$ cat src/design/fbcs_pkg.sv
// Package: shared types, constants and table functions for the floppy block sequencer.
package fbcs_pkg;

    localparam int MAX_DRIVES             = 8;
    localparam int MAX_BLOCKS_PER_REQUEST = 16;

    localparam int ADDR_W    = 5;
    localparam int IDX_W     = 18;
    localparam int SPT_W     = 7;
    localparam int SPS_W     = 6;
    localparam int TRK_W     = 8;
    localparam int OFF_W     = 13;
    localparam int DIV_CNT_W = $clog2(IDX_W);

    typedef enum logic [2:0] {
        REG_CARD_TYPE     = 3'd0,
        REG_DRIVE_NUMBER  = 3'd1,
        REG_DENSITY_CODE  = 3'd2,
        REG_SECTORS_SIDE  = 3'd3,
        REG_DOUBLE_SIDED  = 3'd4,
        REG_DOUBLE_STEP   = 3'd5,
        REG_SECTOR_BASE0  = 3'd6,
        REG_SECTOR_SIZE   = 3'd7
    } reg_idx_t;

    localparam logic [1:0] CARD_FIRST  = 2'd0;
    localparam logic [1:0] CARD_SECOND = 2'd1;
    localparam logic [1:0] CARD_EIGHT  = 2'd2;

    localparam logic [2:0] DEN_SD   = 3'd0;
    localparam logic [2:0] DEN_DD   = 3'd1;
    localparam logic [2:0] DEN_HD   = 3'd2;
    localparam logic [2:0] DEN_8SD  = 3'd3;
    localparam logic [2:0] DEN_8DD  = 3'd4;

    localparam logic [1:0] STATUS_OK    = 2'd0;
    localparam logic [1:0] STATUS_BADDEN = 2'd1;
    localparam logic [1:0] STATUS_TRACK = 2'd2;

    localparam logic [7:0] SEL_NONE = 8'hFF;

    typedef enum logic [1:0] {
        ST_IDLE = 2'd0,
        ST_DIV  = 2'd1,
        ST_EMIT = 2'd2
    } seq_state_t;

    typedef struct packed {
        logic [1:0]       card_type;
        logic [2:0]       drive_number;
        logic [2:0]       density_code;
        logic [SPS_W-1:0] sectors_per_side;
        logic             double_sided;
        logic             double_step;
        logic             sector_base_zero;
        logic [1:0]       sector_size_code;
    } cfg_t;

    function automatic logic [7:0] den_sel(input logic [1:0] card, input logic [2:0] den);
        logic [7:0] r;
        r = SEL_NONE;
        case (card)
            CARD_FIRST: begin
                case (den)
                    DEN_SD:  r = 8'h20;
                    DEN_DD:  r = 8'h60;
                    DEN_HD:  r = 8'hFF;
                    DEN_8SD: r = 8'h20;
                    DEN_8DD: r = 8'h60;
                    default: r = SEL_NONE;
                endcase
            end
            CARD_SECOND: begin
                case (den)
                    DEN_SD:  r = 8'h10;
                    DEN_DD:  r = 8'h00;
                    DEN_HD:  r = 8'h20;
                    DEN_8SD: r = 8'h10;
                    DEN_8DD: r = 8'h20;
                    default: r = SEL_NONE;
                endcase
            end
            CARD_EIGHT: begin
                case (den)
                    DEN_SD:  r = 8'h10;
                    DEN_DD:  r = 8'h00;
                    DEN_HD:  r = 8'hA0;
                    DEN_8SD: r = 8'h50;
                    DEN_8DD: r = 8'h40;
                    default: r = SEL_NONE;
                endcase
            end
            default: r = SEL_NONE;
        endcase
        return r;
    endfunction

    function automatic logic [7:0] side_sel_bit(input logic [1:0] card);
        logic [7:0] r;
        case (card)
            CARD_FIRST:  r = 8'h10;
            CARD_EIGHT:  r = 8'h08;
            default:     r = 8'h00;
        endcase
        return r;
    endfunction

    function automatic logic [7:0] side_cmd_bit(input logic [1:0] card);
        logic [7:0] r;
        case (card)
            CARD_SECOND: r = 8'h02;
            default:     r = 8'h00;
        endcase
        return r;
    endfunction

    function automatic logic [7:0] cmd_byte(input logic [1:0] card, input logic rd);
        logic [7:0] r;
        case (card)
            CARD_SECOND: r = rd ? 8'h80 : 8'hA0;
            default:     r = rd ? 8'h88 : 8'hA8;
        endcase
        return r;
    endfunction

    // drive number modulo MAX_DRIVES by repeated subtraction on a 4-bit copy of the 3-bit value
    function automatic logic [2:0] drive_wrap(input logic [2:0] d);
        logic [3:0] r;
        logic [3:0] m;
        r = {1'b0, d};
        m = 4'(MAX_DRIVES);
        for (int i = 0; i < 8; i++) begin
            if (r >= m) begin
                r = r - m;
            end
        end
        return r[2:0];
    endfunction

endpackage

$ cat src/design/fbcs_cfg.sv
// Configuration register bank on an APB-style port.
module fbcs_cfg
    import fbcs_pkg::*;
(
    input  logic              aclk,
    input  logic              aresetn,
    input  logic              psel,
    input  logic              penable,
    input  logic              pwrite,
    input  logic [ADDR_W-1:0] paddr,
    input  logic [31:0]       pwdata,
    output logic [31:0]       prdata,
    output logic              pready,
    output cfg_t              cfg
);

    cfg_t     cfg_reg;
    cfg_t     cfg_next;
    reg_idx_t idx;
    logic     wr;

    assign pready = 1'b1;
    assign idx    = reg_idx_t'(paddr[ADDR_W-1:2]);
    assign wr     = psel && penable && pwrite;
    assign cfg    = cfg_reg;

    always_comb begin
        cfg_next = cfg_reg;
        if (wr) begin
            case (idx)
                REG_CARD_TYPE:    cfg_next.card_type        = pwdata[1:0];
                REG_DRIVE_NUMBER: cfg_next.drive_number     = pwdata[2:0];
                REG_DENSITY_CODE: cfg_next.density_code     = pwdata[2:0];
                REG_SECTORS_SIDE: cfg_next.sectors_per_side = pwdata[SPS_W-1:0];
                REG_DOUBLE_SIDED: cfg_next.double_sided     = pwdata[0];
                REG_DOUBLE_STEP:  cfg_next.double_step      = pwdata[0];
                REG_SECTOR_BASE0: cfg_next.sector_base_zero = pwdata[0];
                REG_SECTOR_SIZE:  cfg_next.sector_size_code = pwdata[1:0];
                default:          cfg_next = cfg_reg;
            endcase
        end
    end

    always_comb begin
        case (idx)
            REG_CARD_TYPE:    prdata = 32'(cfg_reg.card_type);
            REG_DRIVE_NUMBER: prdata = 32'(cfg_reg.drive_number);
            REG_DENSITY_CODE: prdata = 32'(cfg_reg.density_code);
            REG_SECTORS_SIDE: prdata = 32'(cfg_reg.sectors_per_side);
            REG_DOUBLE_SIDED: prdata = 32'(cfg_reg.double_sided);
            REG_DOUBLE_STEP:  prdata = 32'(cfg_reg.double_step);
            REG_SECTOR_BASE0: prdata = 32'(cfg_reg.sector_base_zero);
            REG_SECTOR_SIZE:  prdata = 32'(cfg_reg.sector_size_code);
            default:          prdata = 32'd0;
        endcase
    end

    always_ff @(posedge aclk) begin
        if (!aresetn) begin
            cfg_reg.card_type        <= CARD_FIRST;
            cfg_reg.drive_number     <= 3'd0;
            cfg_reg.density_code     <= DEN_DD;
            cfg_reg.sectors_per_side <= SPS_W'(9);
            cfg_reg.double_sided     <= 1'b1;
            cfg_reg.double_step      <= 1'b0;
            cfg_reg.sector_base_zero <= 1'b0;
            cfg_reg.sector_size_code <= 2'd0;
        end else begin
            cfg_reg <= cfg_next;
        end
    end

endmodule

$ cat src/design/fbcs_div.sv
// Restoring divider, one quotient bit per cycle: linear sector index by sectors per track.
module fbcs_div
    import fbcs_pkg::*;
(
    input  logic             aclk,
    input  logic             aresetn,
    input  logic             start,
    input  logic [IDX_W-1:0] dividend,
    input  logic [SPT_W-1:0] divisor,
    output logic             done,
    output logic [IDX_W-1:0] quot,
    output logic [SPT_W-1:0] rem
);

    logic                 busy_reg;
    logic                 done_reg;
    logic [DIV_CNT_W-1:0] cnt_reg;
    logic [IDX_W-1:0]     q_reg;
    logic [SPT_W-1:0]     r_reg;
    logic [SPT_W-1:0]     dvs_reg;
    logic [SPT_W:0]       r_sh;
    logic                 fits;

    assign r_sh  = {r_reg, q_reg[IDX_W-1]};
    assign fits  = r_sh >= {1'b0, dvs_reg};
    assign done  = done_reg;
    assign quot  = q_reg;
    assign rem   = r_reg;

    always_ff @(posedge aclk) begin
        if (!aresetn) begin
            busy_reg <= 1'b0;
            done_reg <= 1'b0;
            cnt_reg  <= '0;
        end else begin
            done_reg <= 1'b0;
            if (start) begin
                busy_reg <= 1'b1;
                cnt_reg  <= DIV_CNT_W'(IDX_W - 1);
            end else if (busy_reg) begin
                cnt_reg <= cnt_reg - 1'b1;
                if (cnt_reg == '0) begin
                    busy_reg <= 1'b0;
                    done_reg <= 1'b1;
                end
            end
        end
    end

    always_ff @(posedge aclk) begin
        if (start) begin
            q_reg   <= dividend;
            r_reg   <= '0;
            dvs_reg <= divisor;
        end else if (busy_reg) begin
            q_reg <= {q_reg[IDX_W-2:0], fits};
            r_reg <= fits ? SPT_W'(r_sh - {1'b0, dvs_reg}) : r_sh[SPT_W-1:0];
        end
    end

endmodule

$ cat src/design/floppy_block_to_chs_sequencer_top.sv
// Top level: request intake, sector sequencer and result register.
//
//  channel   dir  handshake            payload
//  s_        in   s_tvalid/s_tready    s_tdata, s_tuser
//  m_        out  m_tvalid/m_tready    m_tdata, m_tuser, m_tlast
//  apb       in   psel/penable/pready  paddr, pwdata, prdata
//
// A request is accepted, then divided in the divider (one quotient bit per
// cycle), then track and remainder are loaded, then the sector results,
// 0 to 64 of them, are loaded into the output register one at a time.
// Each result waits in the output register while m_tready is low; the
// sequencer holds until it is taken. s_tready is high only when idle.
// Synchronous active-low reset clears control state and the configuration registers; data registers are not reset.
module floppy_block_to_chs_sequencer_top
    import fbcs_pkg::*;
#(
    parameter int MAX_BLOCKS = MAX_BLOCKS_PER_REQUEST
) (
    input  logic              aclk,
    input  logic              aresetn,
    input  logic              s_tvalid,
    output logic              s_tready,
    input  logic [23:0]       s_tdata,   // start_block[15:0], block_count[20:16], zero pad
    input  logic              s_tuser,   // direction
    output logic              m_tvalid,
    input  logic              m_tready,
    output logic [47:0]       m_tdata,   // track, sector, head, select, command, offset, pad
    output logic [1:0]        m_tuser,   // status
    output logic              m_tlast,
    input  logic              psel,
    input  logic              penable,
    input  logic              pwrite,
    input  logic [ADDR_W-1:0] paddr,
    input  logic [31:0]       pwdata,
    output logic [31:0]       prdata,
    output logic              pready
);

    localparam int LEFT_W = $clog2(4 * MAX_BLOCKS + 1);

    cfg_t             cfg;
    seq_state_t       state_reg;
    seq_state_t       state_next;
    logic             accept;
    logic             load;
    logic             div_done;
    logic [IDX_W-1:0] div_quot;
    logic [SPT_W-1:0] div_rem;

    logic [1:0]       bs;
    logic [SPS_W-1:0] sps;
    logic [SPT_W-1:0] spt;
    logic [IDX_W-1:0] idx_in;
    logic [4:0]       cnt_in;
    logic [LEFT_W-1:0] cnt_sat;

    logic             dir_reg;
    logic [LEFT_W-1:0] left_reg;
    logic [OFF_W-1:0] off_reg;
    logic [IDX_W:0]   trk_reg;
    logic [SPT_W-1:0] rem_reg;

    logic [47:0]      m_tdata_reg;
    logic [1:0]       m_tuser_reg;
    logic             m_tlast_reg;
    logic             m_tvalid_reg;

    logic [7:0]       base_sel;
    logic [2:0]       drv;
    logic             bad;
    logic [7:0]       sel;
    logic [7:0]       cmd;
    logic [IDX_W+1:0] trk2;
    logic             over;
    logic             side;
    logic [SPT_W-1:0] sec;
    logic [7:0]       r_track;
    logic [7:0]       r_sector;
    logic [7:0]       r_sel;
    logic [7:0]       r_cmd;
    logic [1:0]       r_status;
    logic [SPT_W-1:0] rem_inc;

    fbcs_cfg u_cfg (
        .aclk    (aclk),
        .aresetn (aresetn),
        .psel    (psel),
        .penable (penable),
        .pwrite  (pwrite),
        .paddr   (paddr),
        .pwdata  (pwdata),
        .prdata  (prdata),
        .pready  (pready),
        .cfg     (cfg)
    );

    fbcs_div u_div (
        .aclk     (aclk),
        .aresetn  (aresetn),
        .start    (accept),
        .dividend (idx_in),
        .divisor  (spt),
        .done     (div_done),
        .quot     (div_quot),
        .rem      (div_rem)
    );

    assign bs      = (cfg.sector_size_code >= 2'd2) ? 2'd2 : cfg.sector_size_code;
    assign sps     = (cfg.sectors_per_side == '0) ? SPS_W'(1) : cfg.sectors_per_side;
    assign spt     = cfg.double_sided ? {sps, 1'b0} : {1'b0, sps};
    assign idx_in  = IDX_W'(s_tdata[15:0]) << bs;
    assign cnt_in  = s_tdata[20:16];
    assign cnt_sat = (cnt_in > 5'(MAX_BLOCKS)) ? LEFT_W'(MAX_BLOCKS) : LEFT_W'(cnt_in);
    assign accept  = s_tvalid && s_tready;

    // per-sector result fields
    always_comb begin
        base_sel = den_sel(cfg.card_type, cfg.density_code);
        drv      = drive_wrap(cfg.drive_number);
        bad      = (cfg.card_type > CARD_EIGHT) || (cfg.density_code > DEN_8DD)
                   || (base_sel == SEL_NONE);
        if (cfg.card_type == CARD_EIGHT) begin
            sel = base_sel | {5'd0, drv};
        end else begin
            sel = base_sel | (8'd1 << drv[1:0]);
        end
        cmd      = cmd_byte(cfg.card_type, dir_reg);
        trk2     = cfg.double_step ? {trk_reg, 1'b0} : {1'b0, trk_reg};
        over     = trk2 > (IDX_W+2)'(255);
        side     = cfg.double_sided && (rem_reg >= {1'b0, sps});
        sec      = side ? (rem_reg - {1'b0, sps}) : rem_reg;
        r_track  = over ? 8'hFF : trk2[7:0];
        r_sector = 8'(sec) + (cfg.sector_base_zero ? 8'd0 : 8'd1);
        if (bad) begin
            r_sel    = 8'd0;
            r_cmd    = 8'd0;
            r_status = STATUS_BADDEN;
        end else begin
            r_sel    = side ? (sel | side_sel_bit(cfg.card_type)) : sel;
            r_cmd    = side ? (cmd | side_cmd_bit(cfg.card_type)) : cmd;
            r_status = over ? STATUS_TRACK : STATUS_OK;
        end
        rem_inc  = rem_reg + 1'b1;
    end

    always_comb begin
        state_next = state_reg;
        case (state_reg)
            ST_IDLE: if (accept) state_next = ST_DIV;
            ST_DIV: begin
                if (div_done) state_next = (left_reg == '0) ? ST_IDLE : ST_EMIT;
            end
            ST_EMIT: begin
                if (load && left_reg == LEFT_W'(1)) state_next = ST_IDLE;
            end
            default: state_next = ST_IDLE;
        endcase
    end

    always_comb begin
        s_tready = 1'b0;
        load     = 1'b0;
        case (state_reg)
            ST_IDLE: s_tready = 1'b1;
            ST_EMIT: load = !m_tvalid_reg || m_tready;
            default: begin
                s_tready = 1'b0;
                load     = 1'b0;
            end
        endcase
    end

    always_ff @(posedge aclk) begin
        if (!aresetn) begin
            state_reg    <= ST_IDLE;
            m_tvalid_reg <= 1'b0;
            left_reg     <= '0;
        end else begin
            state_reg <= state_next;
            if (load) begin
                m_tvalid_reg <= 1'b1;
            end else if (m_tready) begin
                m_tvalid_reg <= 1'b0;
            end
            if (accept) begin
                left_reg <= cnt_sat << bs;
            end else if (load) begin
                left_reg <= left_reg - 1'b1;
            end
        end
    end

    always_ff @(posedge aclk) begin
        if (accept) begin
            dir_reg <= s_tuser;
            off_reg <= '0;
        end else if (load) begin
            off_reg <= off_reg + (OFF_W'(512) >> bs);
        end
        if (div_done) begin
            trk_reg <= {1'b0, div_quot};
            rem_reg <= div_rem;
        end else if (load) begin
            if (rem_inc == spt) begin
                rem_reg <= '0;
                trk_reg <= trk_reg + 1'b1;
            end else begin
                rem_reg <= rem_inc;
            end
        end
        if (load) begin
            m_tdata_reg <= {2'b00, off_reg, r_cmd, r_sel, side, r_sector, r_track};
            m_tuser_reg <= r_status;
            m_tlast_reg <= (left_reg == LEFT_W'(1));
        end
    end

    assign m_tvalid = m_tvalid_reg;
    assign m_tdata  = m_tdata_reg;
    assign m_tuser  = m_tuser_reg;
    assign m_tlast  = m_tlast_reg;

    a_emit_has_work: assert property (@(posedge aclk) disable iff (!aresetn)
        state_reg == ST_EMIT |-> left_reg != '0)
        else $error("sequencer emitting with no sectors left");

    a_div_done_in_div: assert property (@(posedge aclk) disable iff (!aresetn)
        div_done |-> state_reg == ST_DIV)
        else $error("divider finished outside the divide phase");

    a_bad_zeroes: assert property (@(posedge aclk) disable iff (!aresetn)
        load && bad |=> m_tdata[32:17] == 16'd0 && m_tuser == STATUS_BADDEN)
        else $error("unsupported density result carries select or command bits");

    a_no_accept_busy: assert property (@(posedge aclk) disable iff (!aresetn)
        state_reg != ST_IDLE |-> !s_tready)
        else $error("request taken while busy");

endmodule

$ cat config.mk
export PLATFORM = sky130hd
export DESIGN_NAME = floppy_block_to_chs_sequencer_top
export DESIGN_NICKNAME = d
export VERILOG_FILES = /design/src/design/fbcs_pkg.sv /design/src/design/fbcs_cfg.sv /design/src/design/fbcs_div.sv /design/src/design/floppy_block_to_chs_sequencer_top.sv
export SDC_FILE = /design/constraint.sdc
export NUM_CORES = 1
export LEC_CHECK = 0
export ABC_AREA = 0
export BUFFER_PORTS_ARGS = -buffer_cell sky130_fd_sc_hd__buf_2
export CAP_MARGIN = 15
export CELL_PAD_IN_SITES_DETAIL_PLACEMENT = 1
export CELL_PAD_IN_SITES_GLOBAL_PLACEMENT = 2
export CORE_MARGIN = 1.5
export CORE_UTILIZATION = 25
export DETAILED_ROUTE_END_ITERATION = 10
export GPL_TIMING_DRIVEN = 0
export HOLD_SLACK_MARGIN = 0.1
export PLACE_DENSITY = 0.75
export SLEW_MARGIN = 25
export SYNTH_ARGS = -nofsm -noshare
export SYNTH_HDL_FRONTEND = slang
export SYNTH_SLANG_ARGS = --single-unit
$ cat constraint.sdc
create_clock -name aclk -period 3.2 [get_ports aclk]
set_clock_uncertainty 0.15 [all_clocks]
set_input_delay 0.48 -clock aclk [delete_from_list [all_inputs] [get_ports aclk]]
set_output_delay 0.48 -clock aclk [all_outputs]
set_load 0.05 [all_outputs]
Yosys cells after proc, flatten, opt, wreduce, memory -nomap -nowiden
Index checks and enable logic that the tools add are counted.
{ "totals": {"reg_bits": 157, "latch_bits": 0, "ramBits": 0, "romBits": 0, "inputBits": 69, "wordCells": 160, "n_memories": 0} }
{ "classes": {"add_sub_neg": 8, "n_mul": 0, "div": 0, "magnitude_cmp": 7, "n_eq_ne": 21, "n_shift": 4, "muxes": 49, "n_bitwise": 6, "reduce_logical": 37} }
{ "op_table": {"columns": ["cell", "n"], "rows": [
  ["one-hot mux 32 bit (8 select lines)", 1],
  ["two-way mux 18 bit", 5],
  ["two-way mux 7 bit", 8],
  ["one-hot mux 8 bit (3 select lines)", 2],
  ["two-way mux 8 bit", 5],
  ["one-hot mux 8 bit (5 select lines)", 1],
  ["two-way mux 6 bit", 4],
  ["bitwise OR 8 bit", 3],
  ["> comparator 20 x 8 -> 1 bit (second input constant)", 1],
  ["two-way mux 20 bit", 1],
  ["AND reduction 2 bit", 10],
  ["adder 19 x 1 -> 19 bit (second input constant)", 1],
  ["<< shifter 16 x 2 -> 18 bit", 1],
  ["one-hot mux 8 bit (2 select lines)", 1],
  ["equality test 3 bit (second input constant)", 5],
  ["two-way mux 5 bit", 3],
  ["two-way mux 2 bit", 7],
  ["adder 13 bit", 1],
  [">> shifter 10 x 2 -> 13 bit (first input constant)", 1],
  ["equality test 3 x 2 -> 1 bit (second input constant)", 4],
  ["one-hot mux 5 bit (2 select lines)", 1],
  ["nonzero test 2 bit", 5],
  ["two-way mux 1 bit", 9],
  ["adder 7 x 1 -> 8 bit", 1],
  ["other kinds (35)", 51]
]} }

Longest topological paths before layout
{ "depth": {"word_depth": 9, "ltp_mapped": 16, "depth_no_buf": 15} }

By module
A second synthesis with hierarchy kept.
{ "hier_totals": {"hier_cells": 872, "hier_area_um2": 8648.3} }
{ "modules_own_cells": {"columns": ["module", "n_inst", "cells_per_inst", "area_each_um2", "seq_area_each_um2"], "rows": [
  ["floppy_block_to_chs_sequencer_top", 1, 566, 5390.2, 2312.2],
  ["fbcs_div", 1, 179, 2087.0, 1031.0],
  ["fbcs_cfg", 1, 127, 1171.1, 380.4]
]} }

Worst setup path before layout
No wires, ideal clock.
{ "synth_timing": {"kind": "reg-to-reg", "start": "register u_cfg.cfg_reg, in the netlist u_cfg.cfg[6]", "end": "register m_tdata_reg[14] (netlist: m_tdata[14]), data pin", "setup_ps": 265, "arrival_time_ps": 2714, "setup_slack_ps": 71, "path_stages_with_launch": 15, "n_path_buf": 1, "cell_sequence": "dfxtp_1 nor3_1 a21oi_2 inv_1 ha_1 nor2b_1 o21ai_1 a21oi_2 clkbuf_1 o21ai_0 ha_1 ha_1 and3_1 a32oi_1 xor2_1"} }
{ "synth_between": {"elab_chain_len": 6, "elab_cells_between_ends": 7, "cone_classes": "2 x add/sub; 1 x order compare; 2 x mux; 2 x reduce/logical"} }
{ "synth_lines": {"columns": ["element", "line_no", "source"], "rows": [
  ["start: declaration", "fbcs_cfg.sv:17", "cfg_t cfg_reg;"],
  ["start signal: assignment", "fbcs_cfg.sv:69", "cfg_reg <= cfg_next;"],
  ["zero test 6 bit", "floppy_block_to_chs_sequencer_top.sv:109", "assign sps = (cfg.sectors_per_side == '0) ? SPS_W'(1) : cfg.sectors_per_side;"],
  ["two-way mux 6 bit *", "floppy_block_to_chs_sequencer_top.sv:109", null],
  [">= comparator 7 x 6 -> 1 bit", "floppy_block_to_chs_sequencer_top.sv:130", "side = cfg.double_sided && (rem_reg >= {1'b0, sps});"],
  ["logical AND 1 bit", "floppy_block_to_chs_sequencer_top.sv:130", null],
  ["two-way mux 7 bit *", "floppy_block_to_chs_sequencer_top.sv:131", "sec = side ? (rem_reg - {1'b0, sps}) : rem_reg;"],
  ["adder 7 x 1 -> 8 bit *", "floppy_block_to_chs_sequencer_top.sv:133", "r_sector = 8'(sec) + (cfg.sector_base_zero ? 8'd0 : 8'd1);"],
  ["via r_sector[6]", "floppy_block_to_chs_sequencer_top.sv:78", "logic [7:0] r_sector;"],
  ["end signal: assignment", "floppy_block_to_chs_sequencer_top.sv:212", "m_tdata_reg <= {2'b00, off_reg, r_cmd, r_sel, side, r_sector, r_track};"],
  ["end: declaration", "floppy_block_to_chs_sequencer_top.sv:63", "logic [47:0] m_tdata_reg;"]
]} }
Mark *: on every way through the listed nets, which the timed path passes. The rest lies on a longest branch.
A chain may end at the register's enable or synchronous reset.

Final worst setup path
{ "layout_timing": {"start": "register rem_reg[4]", "end": "register m_tdata_reg[14] (netlist: m_tdata[14]), data pin"} }
{ "layout_between": {"elab_chain_len": 4, "elab_cells_between_ends": 5, "cone_classes": "2 x add/sub; 1 x order compare; 1 x mux; 1 x reduce/logical"} }
{ "layout_lines": {"columns": ["element", "line_no", "source"], "rows": [
  ["start: declaration", "floppy_block_to_chs_sequencer_top.sv:61", "logic [SPT_W-1:0] rem_reg;"],
  ["start signal: assignment", "floppy_block_to_chs_sequencer_top.sv:202", "rem_reg <= div_rem;"],
  ["start signal: assignment", "floppy_block_to_chs_sequencer_top.sv:208", "rem_reg <= rem_inc;"],
  [">= comparator 7 x 6 -> 1 bit", "floppy_block_to_chs_sequencer_top.sv:130", null],
  ["logical AND 1 bit", "floppy_block_to_chs_sequencer_top.sv:130", null],
  ["two-way mux 7 bit *", "floppy_block_to_chs_sequencer_top.sv:131", null],
  ["adder 7 x 1 -> 8 bit *", "floppy_block_to_chs_sequencer_top.sv:133", null],
  ["via r_sector[6]", "floppy_block_to_chs_sequencer_top.sv:78", null]
]} }
Marked as above.

==> flow_summary.toml <==
[logic_synthesis]
synth_edf_count = 90
synth_cell_type_count = 75
syn-cell-area_um2 = 8280
synthArstFlopShare = 0
yosysSeqAreaShare = 0.450
syn_inst = 870
ys_seq_elements = 141
synth-main-ff-cell = "edfxtp_1"
muxShareOfSynthArea = 0.0589
yosys_warnings = 0
synth_top_family_by_area = "simple AND/OR/NAND/NOR gates"
synth-simple-area-share = 0.173
syn_area_per_cell_um2 = 9.52
yosys.area_share.adder = 0.0456
synth_compound_area_frac = 0.134
synth_xor_area_frac = 0.0624

[critical_path]
start_kind = "register"
reg2reg_setup_slack_ps = 110
rr_worst_depth = 11
cp_common_cell = "ha_2"
crit_slowest_cell = "edfxtp_1"
r2r-end = "m_tdata[14]"
cp.arrival_ps = 3120
reg2reg_from = "rem_reg[4]"
critPathMaxFanout = 10
endpoint_kind = "register"
crit_path_end = "m_tdata[14]"
cp-startpoint = "rem_reg[4]"
cpPeakStageDelay_ps = 510
worstPathRequired_ps = 3230
cp_cell_sequence = "ha_2 -> a21oi_1 -> o21ai_1 -> a21oi_4 -> buf_6 -> o21ai_0 -> ha_2 -> ha_2 -> and3_1 -> a32oi_1 -> xor2_1"
criticalPathCategory = "reg -> reg"

[cts]
numCtsBuffers = 17
clockRootBuffer = "clkbuf_16"
insertion_delay_ps = 440
clkTransAtPathRegs_ps = 60
cts_tree = "yes"
clock_sinks = 141
cts_buffer_depth = 2
htreeDepth = 4

[timing]
finalMaxSlewViolations = 0
clock.fmax_mhz = 323
relSlewSlack = 0.403
holdWs_ps = 133
tightest_slew_ps = 896
setup_violations = 0
finalCritPeriodShare = 0.966
fin_crit_ps = 3090
rsz0062_at_grt = "true"
hold_violations = 0

[route]
wire_per_inst_um = 15.5
drtAntennaViolNets = 0
vias_per_cell = 4.48
drc = 0
routed-via-count = 6563
drt-initial-drc-count = 227
drt-total-wl_mm = 22.7
first_pass_iters = 6

[finish]
design_area_um2 = 10100
diodes = 0
finalNetCount = 1108
syn2layout_area_growth_pct = 21.4
post-route-util = 0.309
final.fill_count = 3869
mostFrequentLayoutCell = "nand2_1"
drive_gt1_frac = 0.203
final_cell_mix = "nand2_1 (95), edfxtp_1 (90), nor2_1 (85)"
largest_reg_flops = 36

[min_path]
hold_path.class = "in -> reg"

[global_routing]
met2_usage = 0.225
grt_use_total = 0.136
first_global_vias = 6612
met1_usage = 0.171
gr-total-overflow = 0
grt_antenna_before_repair = 3
grt_util_met3 = 0.0350
grt_pass1_wl_mm = 35.9
grt_max_degree = 49
busiest_layer = "met2"

[floorplanning]
die_h_um = 185
start_util = 0.255
core_area_um2 = 32500
die_width_um = 185
die-area_um2 = 34200
num_rows = 66
io-pin-count = 155

[placed_design]
hpwlAfterDp_mm = 17.5
portBuffers = 80
placed_area_um2 = 9380
gp_congestion = 0.792

[power_and_ir_drop]
p_per_area_nw_per_um2 = 479
max-vdd-ir-drop_mv = 0.283
p_leak_nw = 3.82
finalPower_mw = 4.81

[job]
drv_cap = 0

[status]
status = "complete, no violations"
## layer usage
metal  part of all wire  routed length (µm)
met1               0.47               10700
met5             0.0015                  35
met3              0.054                1220
met2               0.46               10400
met4              0.016                 372
## logic make-up (layout without fill, tap and decap cells)
kind of cell               count (synthesis)  after routing
and+or+nand+nor                          299            299
DFF                                      141            141
other                                      2             40
adders and majority gates                 29             29
muxes                                     48             48
buffers and inverters                    117            232
xor gates and xnor gates                  55             55
AOI/OAI and AO/OA                        179            179
## synth_stat cells (15+ instances only)
cell type / number / area [µm²]
xnor2_1: 28 / 245
nor3_1: 15 / 75.1
nand2b_1: 16 / 100
inv_1: 28 / 105
clkbuf_1: 35 / 131
nand3_1: 26 / 130
mux2i_1: 42 / 420
nor2_1: 85 / 319
a21oi_1: 45 / 225
o21ai_0: 58 / 290
xor2_1: 24 / 210
edfxtp_1: 90 / 2700
dfxtp_1: 51 / 1020
nand2_1: 95 / 357
buf_4: 39 / 293
ha_1: 27 / 338
## worst max-delay path, delay by kind of cell, from the launching register on
kind            cells  cell delay (ps)
compound gates      5              720
buf+inv             1              150
fa+ha+maj           3              920
flops               1              510
xor+xnor            1              170
simple gates        1              200
## area by class of cell
type | count | area [µm²] | area share
clock inverters | 14 | 146 | 0.0146
plain buffers | 85 | 517 | 0.0514
flip-flops and latches | 141 | 3730 | 0.372
well taps | 442 | 553 | 0.0550
clock buffers | 18 | 450 | 0.0448
inverters | 32 | 120 | 0.0119
multi-input cells | 650 | 4110 | 0.408
repair buffers | 83 | 425 | 0.0423
## worst min path at each step
stage / from / endpoint / depth (start not counted)
after floorplan: off_reg[12] / m_tdata[45] / 0
final: pwdata[5] / u_cfg.cfg[10] / 3
after global placement: off_reg[12] / m_tdata[45] / 0
after global routing: pwdata[3] / u_cfg.cfg[8] / 3
after detailed placement: off_reg[12] / m_tdata[45] / 0
after CTS: pwdata[3] / u_cfg.cfg[8] / 3
## repair_timing
action                     CTS  global route
setup endpoints to repair    8            21
hold buffers                 1             0
pin swaps                    2             1
resized for setup            9            11
hold endpoints to repair     1             0
buffers inserted             2             0
## power by group
| part | internal, mW | switching (mW) |
|---|---|---|
| clock | 1.15 | 0.895 |
| sequential | 2.02 | 0.0703 |
| combinational | 0.237 | 0.441 |
## per-stage QoR
stage / TNS (ps) / instances / setup WS (ps)
CTS: 0 / 1465 / 0.199
finish: 0 / 1465 / 108
global route: 0 / 1465 / 1.60
floorplan: 0 / 908 / 71.2
global placement: -3310 / 1430 / -679
detailed placement: -3420 / 1430 / -720
Power figures use the tool's default switching activity.
